===== config.mk =====
export PLATFORM = sky130hd
export DESIGN_NAME = double_ended_queue_unit
export DESIGN_NICKNAME = d
export VERILOG_FILES = /design/src/sv/dq_pkg.sv /design/src/sv/double_ended_queue_unit.sv /design/src/sv/dq_ram.sv /design/src/sv/dq_ctrl.sv /design/src/sv/dq_datapath.sv
export SDC_FILE = /design/constraint.sdc
export NUM_CORES = 1
export LEC_CHECK = 0
export BUFFER_PORTS_ARGS = -buffer_cell sky130_fd_sc_hd__buf_4
export CELL_PAD_IN_SITES_DETAIL_PLACEMENT = 0
export CELL_PAD_IN_SITES_GLOBAL_PLACEMENT = 1
export CORE_MARGIN = 1
export CORE_UTILIZATION = 30
export DETAILED_ROUTE_END_ITERATION = 16
export PLACE_DENSITY = 0.57
export SLEW_MARGIN = 20
export SYNTH_ARGS = -nofsm -noshare
export SYNTH_HDL_FRONTEND = slang
export SYNTH_HIERARCHICAL = 1
export SYNTH_SLANG_ARGS = --single-unit
export TNS_END_PERCENT = 1

===== constraint.sdc =====
create_clock -name i_clk -period 4.78 [get_ports i_clk]
set_clock_uncertainty 0.1 [all_clocks]
set_input_delay 0.478 -clock i_clk [delete_from_list [all_inputs] [get_ports i_clk]]
set_output_delay 0.478 -clock i_clk [all_outputs]
set_load 0.02 [all_outputs]

===== src/sv/dq_pkg.sv =====
// shared types and codes for the double-ended queue unit
// request and result payloads, opcodes, status codes, controller/datapath links
// depends on nothing
package dq_pkg;

    localparam int OP_W   = 3;
    localparam int DATA_W = 32;
    localparam int ST_W   = 2;
    localparam int OCC_W  = 4;

    typedef enum logic [OP_W-1:0] {
        OP_PUSH_BACK  = 3'd0,
        OP_POP_BACK   = 3'd1,
        OP_PUSH_FRONT = 3'd2,
        OP_POP_FRONT  = 3'd3,
        OP_DUMP       = 3'd4
    } t_opcode;

    typedef enum logic [ST_W-1:0] {
        ST_OK    = 2'd0,
        ST_FULL  = 2'd1,
        ST_EMPTY = 2'd2
    } t_status;

    typedef struct packed {
        logic [OP_W-1:0]          opcode;
        logic signed [DATA_W-1:0] data_in;
    } t_request;

    typedef struct packed {
        logic [ST_W-1:0]          status;
        logic signed [DATA_W-1:0] data_out;
        logic [OCC_W-1:0]         occupancy;
        logic                     last;
    } t_result;

    // controller to datapath
    typedef struct packed {
        logic    write_back;
        logic    write_front;
        logic    read_back;
        logic    read_front;
        logic    dump_first;
        logic    dump_next;
        logic    emit_imm;
        t_status imm_status;
        logic    emit_ram;
    } t_dp_cmd;

    // datapath to controller
    typedef struct packed {
        logic empty;
        logic full;
        logic dump_end;
    } t_dp_status;

endpackage


===== src/sv/double_ended_queue_unit.sv =====
// double-ended queue unit: push and pop at either end, dump front to back
// push, refused request or unused opcode: the beat comes from the result register in the
//   cycle after accept; busy stays low so these run one per cycle; a pop's beat passes the
//   storage read register and then the result register; a pop holds busy while it waits on
//   the registered storage read port, a dump holds busy for its whole run, beats back to back
// reset: synchronous, active low; clears indices, count and control, storage is not cleared
module double_ended_queue_unit #(
    parameter int DEPTH = 8
) (
    input  logic             i_clk,
    input  logic             i_rst_n,
    input  logic             start,
    output logic             busy,
    input  dq_pkg::t_request i_request,
    output logic             o_strobe,
    output dq_pkg::t_result  o_result
);

    // command and status between controller and datapath
    dq_pkg::t_dp_cmd    cmd;
    dq_pkg::t_dp_status dp_status;

    // controller: decodes each accepted request, walks the dump run,
    // waits out the storage read latency of a pop
    dq_ctrl u_ctrl (
        .i_clk    (i_clk),
        .i_rst_n  (i_rst_n),
        .i_start  (start),
        .o_busy   (busy),
        .i_opcode (i_request.opcode),
        .i_status (dp_status),
        .o_cmd    (cmd)
    );

    // datapath: wrap-around front and back indices, element count,
    // storage ram and the result register that drives the beat
    dq_datapath #(
        .DEPTH (DEPTH)
    ) u_datapath (
        .i_clk     (i_clk),
        .i_rst_n   (i_rst_n),
        .i_cmd     (cmd),
        .i_data_in (i_request.data_in),
        .o_status  (dp_status),
        .o_strobe  (o_strobe),
        .o_result  (o_result)
    );

endmodule


===== src/sv/dq_ram.sv =====
// generic single-write, single-read ram with registered read data
// depends on nothing
module dq_ram #(
    parameter int WIDTH = 32,
    parameter int DEPTH = 8
) (
    input  logic                     i_clk,
    input  logic                     i_we,
    input  logic [$clog2(DEPTH)-1:0] i_waddr,
    input  logic [WIDTH-1:0]         i_wdata,
    input  logic                     i_re,
    input  logic [$clog2(DEPTH)-1:0] i_raddr,
    output logic [WIDTH-1:0]         o_rdata
);

    logic [WIDTH-1:0] r_mem [DEPTH];
    logic [WIDTH-1:0] r_rdata;

    always_ff @(posedge i_clk) begin
        if (i_we) begin
            r_mem[i_waddr] <= i_wdata;
        end
        if (i_re) begin
            r_rdata <= r_mem[i_raddr];
        end
    end

    assign o_rdata = r_rdata;

endmodule


===== src/sv/dq_ctrl.sv =====
// control state machine of the double-ended queue unit
// decodes requests into datapath commands; uses dq_pkg
module dq_ctrl (
    input  logic                    i_clk,
    input  logic                    i_rst_n,
    input  logic                    i_start,
    output logic                    o_busy,
    input  logic [dq_pkg::OP_W-1:0] i_opcode,
    input  dq_pkg::t_dp_status      i_status,
    output dq_pkg::t_dp_cmd         o_cmd
);

    typedef enum logic [1:0] {
        S_IDLE,
        S_POP,
        S_DUMP
    } t_state;

    t_state r_state;
    t_state n_state;
    logic   r_busy;

    always_comb begin
        o_cmd   = '0;
        n_state = r_state;
        unique case (r_state)
            S_IDLE: begin
                if (i_start) begin
                    unique case (i_opcode)
                        dq_pkg::OP_PUSH_BACK, dq_pkg::OP_PUSH_FRONT: begin
                            o_cmd.emit_imm = 1'b1;
                            if (i_status.full) begin
                                o_cmd.imm_status = dq_pkg::ST_FULL;
                            end else begin
                                o_cmd.imm_status  = dq_pkg::ST_OK;
                                o_cmd.write_back  = (i_opcode == dq_pkg::OP_PUSH_BACK);
                                o_cmd.write_front = (i_opcode == dq_pkg::OP_PUSH_FRONT);
                            end
                        end
                        dq_pkg::OP_POP_BACK, dq_pkg::OP_POP_FRONT: begin
                            if (i_status.empty) begin
                                o_cmd.emit_imm   = 1'b1;
                                o_cmd.imm_status = dq_pkg::ST_EMPTY;
                            end else begin
                                o_cmd.read_back  = (i_opcode == dq_pkg::OP_POP_BACK);
                                o_cmd.read_front = (i_opcode == dq_pkg::OP_POP_FRONT);
                                n_state          = S_POP;
                            end
                        end
                        dq_pkg::OP_DUMP: begin
                            if (i_status.empty) begin
                                o_cmd.emit_imm   = 1'b1;
                                o_cmd.imm_status = dq_pkg::ST_EMPTY;
                            end else begin
                                o_cmd.dump_first = 1'b1;
                                n_state          = S_DUMP;
                            end
                        end
                        default: begin
                            o_cmd.emit_imm   = 1'b1;
                            o_cmd.imm_status = dq_pkg::ST_OK;
                        end
                    endcase
                end
            end
            S_POP: begin
                o_cmd.emit_ram = 1'b1;
                n_state        = S_IDLE;
            end
            S_DUMP: begin
                o_cmd.emit_ram = 1'b1;
                if (i_status.dump_end) begin
                    n_state = S_IDLE;
                end else begin
                    o_cmd.dump_next = 1'b1;
                end
            end
            default: begin
                n_state = S_IDLE;
            end
        endcase
    end

    always_ff @(posedge i_clk) begin
        if (!i_rst_n) begin
            r_state <= S_IDLE;
            r_busy  <= 1'b0;
        end else begin
            r_state <= n_state;
            r_busy  <= (n_state != S_IDLE);
        end
    end

    assign o_busy = r_busy;

`ifndef SYNTHESIS
    a_one_action: assert property (@(posedge i_clk) disable iff (!i_rst_n)
        $onehot0({o_cmd.write_back, o_cmd.write_front, o_cmd.read_back,
                  o_cmd.read_front, o_cmd.dump_first, o_cmd.dump_next}))
        else $error("more than one datapath action in a cycle");
    a_pop_one_cycle: assert property (@(posedge i_clk) disable iff (!i_rst_n)
        (r_state == S_POP) |=> (r_state == S_IDLE))
        else $error("pop wait lasted more than one cycle");
    a_busy_after_start: assert property (@(posedge i_clk) disable iff (!i_rst_n)
        $rose(r_busy) |-> $past(i_start))
        else $error("busy rose without a request");
`endif

endmodule


===== src/sv/dq_datapath.sv =====
// datapath of the double-ended queue unit: indices, count, storage, result register
// depends on dq_pkg and dq_ram
module dq_datapath #(
    parameter int DEPTH = 8
) (
    input  logic                             i_clk,
    input  logic                             i_rst_n,
    input  dq_pkg::t_dp_cmd                  i_cmd,
    input  logic signed [dq_pkg::DATA_W-1:0] i_data_in,
    output dq_pkg::t_dp_status               o_status,
    output logic                             o_strobe,
    output dq_pkg::t_result                  o_result
);

    localparam int IW = $clog2(DEPTH);
    localparam int CW = $clog2(DEPTH + 1);
    localparam int OW = dq_pkg::OCC_W;

    logic [IW-1:0]   r_head;
    logic [IW-1:0]   r_tail;
    logic [CW-1:0]   r_count;
    logic [IW-1:0]   r_dump_ptr;
    logic [IW-1:0]   r_left;
    logic            r_last_pend;
    logic            r_strobe;
    dq_pkg::t_result r_result;

    logic [IW-1:0]   n_head;
    logic [IW-1:0]   n_tail;
    logic [CW-1:0]   n_count;

    logic [IW-1:0]   head_prev;
    logic [IW-1:0]   head_next;
    logic [IW-1:0]   tail_prev;
    logic [IW-1:0]   tail_next;

    logic                      ram_we;
    logic [IW-1:0]             ram_waddr;
    logic                      ram_re;
    logic [IW-1:0]             ram_raddr;
    logic [dq_pkg::DATA_W-1:0] ram_rdata;

    function automatic logic [IW-1:0] next_slot(input logic [IW-1:0] idx);
        return (idx == IW'(DEPTH - 1)) ? '0 : IW'(idx + IW'(1));
    endfunction

    function automatic logic [IW-1:0] prev_slot(input logic [IW-1:0] idx);
        return (idx == '0) ? IW'(DEPTH - 1) : IW'(idx - IW'(1));
    endfunction

    assign head_prev = prev_slot(r_head);
    assign head_next = next_slot(r_head);
    assign tail_prev = prev_slot(r_tail);
    assign tail_next = next_slot(r_tail);

    assign ram_we    = i_cmd.write_back | i_cmd.write_front;
    assign ram_waddr = i_cmd.write_back ? r_tail : head_prev;
    assign ram_re    = i_cmd.read_back | i_cmd.read_front | i_cmd.dump_first | i_cmd.dump_next;

    always_comb begin
        priority if (i_cmd.read_back) begin
            ram_raddr = tail_prev;
        end else if (i_cmd.dump_next) begin
            ram_raddr = r_dump_ptr;
        end else begin
            ram_raddr = r_head;
        end
    end

    always_comb begin
        n_head  = r_head;
        n_tail  = r_tail;
        n_count = r_count;
        if (i_cmd.write_back) begin
            n_tail  = tail_next;
            n_count = CW'(r_count + CW'(1));
        end
        if (i_cmd.write_front) begin
            n_head  = head_prev;
            n_count = CW'(r_count + CW'(1));
        end
        if (i_cmd.read_back) begin
            n_tail  = tail_prev;
            n_count = CW'(r_count - CW'(1));
        end
        if (i_cmd.read_front) begin
            n_head  = head_next;
            n_count = CW'(r_count - CW'(1));
        end
    end

    dq_ram #(
        .WIDTH (dq_pkg::DATA_W),
        .DEPTH (DEPTH)
    ) u_ram (
        .i_clk   (i_clk),
        .i_we    (ram_we),
        .i_waddr (ram_waddr),
        .i_wdata (i_data_in),
        .i_re    (ram_re),
        .i_raddr (ram_raddr),
        .o_rdata (ram_rdata)
    );

    always_ff @(posedge i_clk) begin
        if (!i_rst_n) begin
            r_head      <= '0;
            r_tail      <= '0;
            r_count     <= '0;
            r_dump_ptr  <= '0;
            r_left      <= '0;
            r_last_pend <= 1'b0;
            r_strobe    <= 1'b0;
        end else begin
            r_head   <= n_head;
            r_tail   <= n_tail;
            r_count  <= n_count;
            r_strobe <= i_cmd.emit_imm | i_cmd.emit_ram;
            if (i_cmd.dump_first) begin
                r_dump_ptr  <= head_next;
                r_left      <= IW'(r_count - CW'(1));
                r_last_pend <= (r_count == CW'(1));
            end else if (i_cmd.dump_next) begin
                r_dump_ptr  <= next_slot(r_dump_ptr);
                r_left      <= IW'(r_left - IW'(1));
                r_last_pend <= (r_left == IW'(1));
            end else if (i_cmd.read_back | i_cmd.read_front) begin
                r_last_pend <= 1'b1;
            end
        end
    end

    // result payload, no reset needed
    always_ff @(posedge i_clk) begin
        if (i_cmd.emit_imm) begin
            r_result.status    <= i_cmd.imm_status;
            r_result.data_out  <= '0;
            r_result.occupancy <= OW'(n_count);
            r_result.last      <= 1'b1;
        end else if (i_cmd.emit_ram) begin
            r_result.status    <= dq_pkg::ST_OK;
            r_result.data_out  <= ram_rdata;
            r_result.occupancy <= OW'(r_count);
            r_result.last      <= r_last_pend;
        end
    end

    assign o_status.empty    = (r_count == '0);
    assign o_status.full     = (r_count == CW'(DEPTH));
    assign o_status.dump_end = (r_left == '0);
    assign o_strobe          = r_strobe;
    assign o_result          = r_result;

`ifndef SYNTHESIS
    a_count_bound: assert property (@(posedge i_clk) disable iff (!i_rst_n)
        r_count <= CW'(DEPTH))
        else $error("element count beyond depth");
    a_ends_meet: assert property (@(posedge i_clk) disable iff (!i_rst_n)
        (r_count == '0 || r_count == CW'(DEPTH)) |-> (r_head == r_tail))
        else $error("head and tail apart on an empty or full store");
    a_dump_unbroken: assert property (@(posedge i_clk) disable iff (!i_rst_n)
        (r_strobe && !r_result.last) |=> r_strobe)
        else $error("dump run broken before its last beat");
`endif

endmodule

==> results.sh <==
export IMPL_status="finished clean"
export IMPL_drive_gt1_share_pct=27.3
export IMPL_synth_fp_nets=780
export IMPL_grt_util_all_layers_pct=12.5
export IMPL_clock_tree_root_cell="clkbuf_16"
export IMPL_mappedNetlistArea_sq_mm=0.0137
export IMPL_detail_route_first_pass_iterations=4
export IMPL_postCtsSetupBuffers=0
export IMPL_clk_insertion_delay_late_ns=0.57
export IMPL_muxShareOfSynthArea_pct=16.9
export IMPL_fp_dieW_um=216
export IMPL_unrepaired_setup_endpoints_after_global_routing="no"
export IMPL_ys_async_sr_fraction_pct=0
export IMPL_clkSinkCount=348
export IMPL_switching_power_share_of_the_total_pct=22.3
export IMPL_cp_required_ns=4.99
export IMPL_synth_xor_area_share_pct=0.256
export IMPL_cell_internal_pwr_mw=5.28
export IMPL_timing_final_setup_violations=0
export IMPL_tritoncts="yes"
export IMPL_mostFrequentLayoutCell="edfxtp_1"
export IMPL_path_max_fanout=30
export IMPL_cts_buffers_inserted=40
export IMPL_grt_pass1_vias=7009
export IMPL_max_cap_violations=0
export IMPL_detailroute_via_count=6658
export IMPL_setup_tns_ns=0
export IMPL_die_area_sq_mm=0.0465
export IMPL_antenna_cells_inserted=0
export IMPL_rows=77
export IMPL_yosysWarnings=6
export IMPL_final_period_minus_worst_setup_slack_ns=4.04
export IMPL_top_layer_used="met4"
export IMPL_synth_simple_gate_area_share_pct=4.31
export IMPL_finalHoldViolCount=0
export IMPL_grt_max_degree=34
export IMPL_period_share_pct=84.5
export IMPL_timing_setup_critical_path_class="reg2reg"
export IMPL_initial_standard_cell_utilization_of_the_core_pct=30.7
export IMPL_num_nets_final=888
export IMPL_yosysUniqueCellTypes=53
export IMPL_synth_edf_count=294
export IMPL_synth_sequential_area_ratio_pct=72.3
export IMPL_yosys_register_bits=348
export IMPL_global_route_overflow_total=0
export IMPL_via_density_per_instance=4.57
export IMPL_worst_endpoint_arrival_ns=4.25
export IMPL_grt_pass1_wl_um=43400
export IMPL_cts_root_to_sink_buffers=3
export IMPL_routed_wl_met2_um=13600
export IMPL_layout_common_cells="edfxtp_1, buf_4, dfxtp_1, nor2_1"
export IMPL_antenna_left=0
export IMPL_final_design_area_no_fill_sq_mm=0.0164
export IMPL_drcViolationCount=0
export IMPL_area_delta_synth_final_pct=20.0
export IMPL_layout_filler_cells=4088
export IMPL_pwr_share_comb_pct=6.8
export IMPL_place_hpwl_um=16400
export IMPL_cts_htree_levels=2
export IMPL_crit_path_start_kind="register"
export IMPL_syn_area_cell_sq_um=18.9
export IMPL_wl_per_cell_um=19.7
export IMPL_place_congestion=0.715
export IMPL_synth_compound_area_share_pct=2.56
export IMPL_design_portCount=79
export IMPL_wl_met1_um=13400
export IMPL_detailedRoute_firstIterationViolations=364
export IMPL_floorplan_core_area_sq_mm=0.0446
export IMPL_slew_viol_final=0
export IMPL_leakagePower_nw=5.49
export IMPL_detailed_place_area_sq_mm=0.0152
export IMPL_grt_antenna_before_repair=0
export IMPL_port_buffers=78
export IMPL_maxClockFrequency_mhz=247
export IMPL_wl_met3_um=1080
export IMPL_synthFlopType="edfxtp_1"
export IMPL_drt_total_wl_um=28700
export IMPL_hp_class="in2reg"
export IMPL_clkPwrFrac_pct=43.2
export IMPL_worst_ir_drop_vdd_mv=0.221
export IMPL_worst_pin_slew_ns=0.724
export IMPL_switchingPower_mw=1.51
export IMPL_timing_reg2reg_worst_path_depth=9
export IMPL_die_height_um=216
export IMPL_whs_path_depth=1
export IMPL_share_seq_of_total_power_pct=50.0
export IMPL_synthesis_instances=724
export IMPL_power_per_cell_area_mw_per_mm2=413
export IMPL_max_slew_margin_rel_pct=51.6
export IMPL_synth_area_in_adders_pct=1.64
export IMPL_endpoint_type_of_the_worst_setup_path="register"
export IMPL_synth_top_family_by_area="multiplexers"
export IMPL_cts_reportedPaths_clkPinSlew_ns=0.06
## synthesized netlist by cell type, types with 2 or more instances
master	n	area (sq um)
a211oi_1	2	15.0
a21oi_1	10	50.1
a22o_1	2	17.5
and2_1	10	62.6
and3_1	3	18.8
buf_1	4	15.0
buf_2	14	70.1
buf_6	8	90.1
clkbuf_1	10	37.5
dfxtp_1	54	1080
edfxtp_1	294	8830
ha_1	18	225
inv_1	18	67.6
mux2_2	32	360
mux2i_1	36	360
mux4_1	40	1050
mux4_2	24	541
nand2_1	18	67.6
nand2b_1	6	37.5
nand3_1	2	10.0
nor2_1	49	184
nor2b_1	8	50.1
nor3_1	5	25.0
nor3b_1	2	15.0
nor4_1	2	12.5
o211a_1	5	50.1
o21a_1	3	22.5
o21ai_0	15	75.1
o22ai_1	3	18.8
o41ai_1	2	17.5
xnor2_1	3	26.3
## layout make-up
type                    instances  area [sq um]  share of cell area [%]
clock buffers                  54          1070                    6.53
clock inverters                20           206                    1.26
inverters                      18          67.6                   0.411
multi-input cells             322          3600                    21.9
flip-flops and latches        348          9910                    60.2
well taps                     592           741                    4.50
repair buffers                102           856                    5.20
## flip-flops by register name, summed over array words and instances (netlist names)
signal,cells
u_datapath/u_ram/r_mem,256
u_datapath/o_result,39
u_datapath/u_ram/o_rdata,32
u_datapath/r_count,4
u_datapath/r_dump_ptr,3
u_datapath/r_head,3
u_datapath/r_left,3
u_datapath/r_tail,3
u_ctrl/r_state,2
u_ctrl/o_busy,1
u_datapath/o_strobe,1
u_datapath/r_last_pend,1
## path summary, 6_finish.rpt
kind,startpoint,end,slack [ns]
min reg2reg,u_datapath/r_last_pend,u_datapath/o_result[0],0.34
min,i_request[29],u_datapath/u_ram/r_mem[0][29],0.04
max,u_datapath/r_count[0],u_datapath/u_ram/o_rdata[15],0.74
max reg2reg,u_datapath/r_count[0],u_datapath/u_ram/o_rdata[15],0.74
## kinds of logic (layout without fill, tap and decap cells)
family | Yosys count | after routing
multiplexers | 132 | 132
flip-flops | 348 | 348
AO/OA/AOI/OAI | 52 | 52
buffers and inverters | 54 | 194
AND/OR/NAND/NOR | 116 | 116
adder cells (fa/ha/maj) | 18 | 18
XOR/XNOR | 4 | 4
## repair_timing
action / 4_1_cts / 5_1_grt
gates resized for setup: 0 / 0
endpoints found under the hold margin: 1 / 0
hold buffers: 1 / 0
## routing by layer
metal | up-vias | GRT usage [%]
met5 | - | 0
met4 | 0 | 4.49
met3 | 43 | 2.54
met2 | 108 | 20.1
met1 | 3396 | 16.8
li1 | 3111 | -
## critical path, stage by stage, from the launching register on
cell and delay, ns:
dfxtp_1 0.44, inv_1 0.11, ha_1 0.27, nor3b_1 0.23, or3_2 0.54, nor2_1 0.50, o22a_4 0.45, buf_12 0.28
mux4_1 0.58, mux2_2 0.28
## through the flow
stage | hold WS, ns | total power, mW | utilization [%] | cells | setup WS [ns]
3_5_place_dp | 0.373 | 3.93 | 34.0 | 1381 | 0.694
3_3_place_gp | 0.365 | 3.92 | 34.0 | 1381 | 0.810
6_report | 0.0398 | 6.79 | 36.9 | 1456 | 0.739
4_1_cts | 0.000817 | 6.90 | 36.9 | 1456 | 0.707
5_1_grt | 0.0170 | 7.06 | 36.9 | 1456 | 0.502
2_1_floorplan | 0.334 | 3.74 | - | 724 | 0.0352
## power groups by stage
| stage | logic [mW] | registers, mW | clock network (mW) |
|---|---|---|---|
| after global routing | 0.504 | 3.40 | 3.15 |
| final | 0.460 | 3.40 | 2.94 |
| after global placement | 0.466 | 3.46 | 0 |
| after detailed placement | 0.471 | 3.46 | 0 |
| after floorplan | 0.258 | 3.48 | 0 |
| after CTS | 0.473 | 3.40 | 3.03 |
Power figures use the tool's default switching activity.
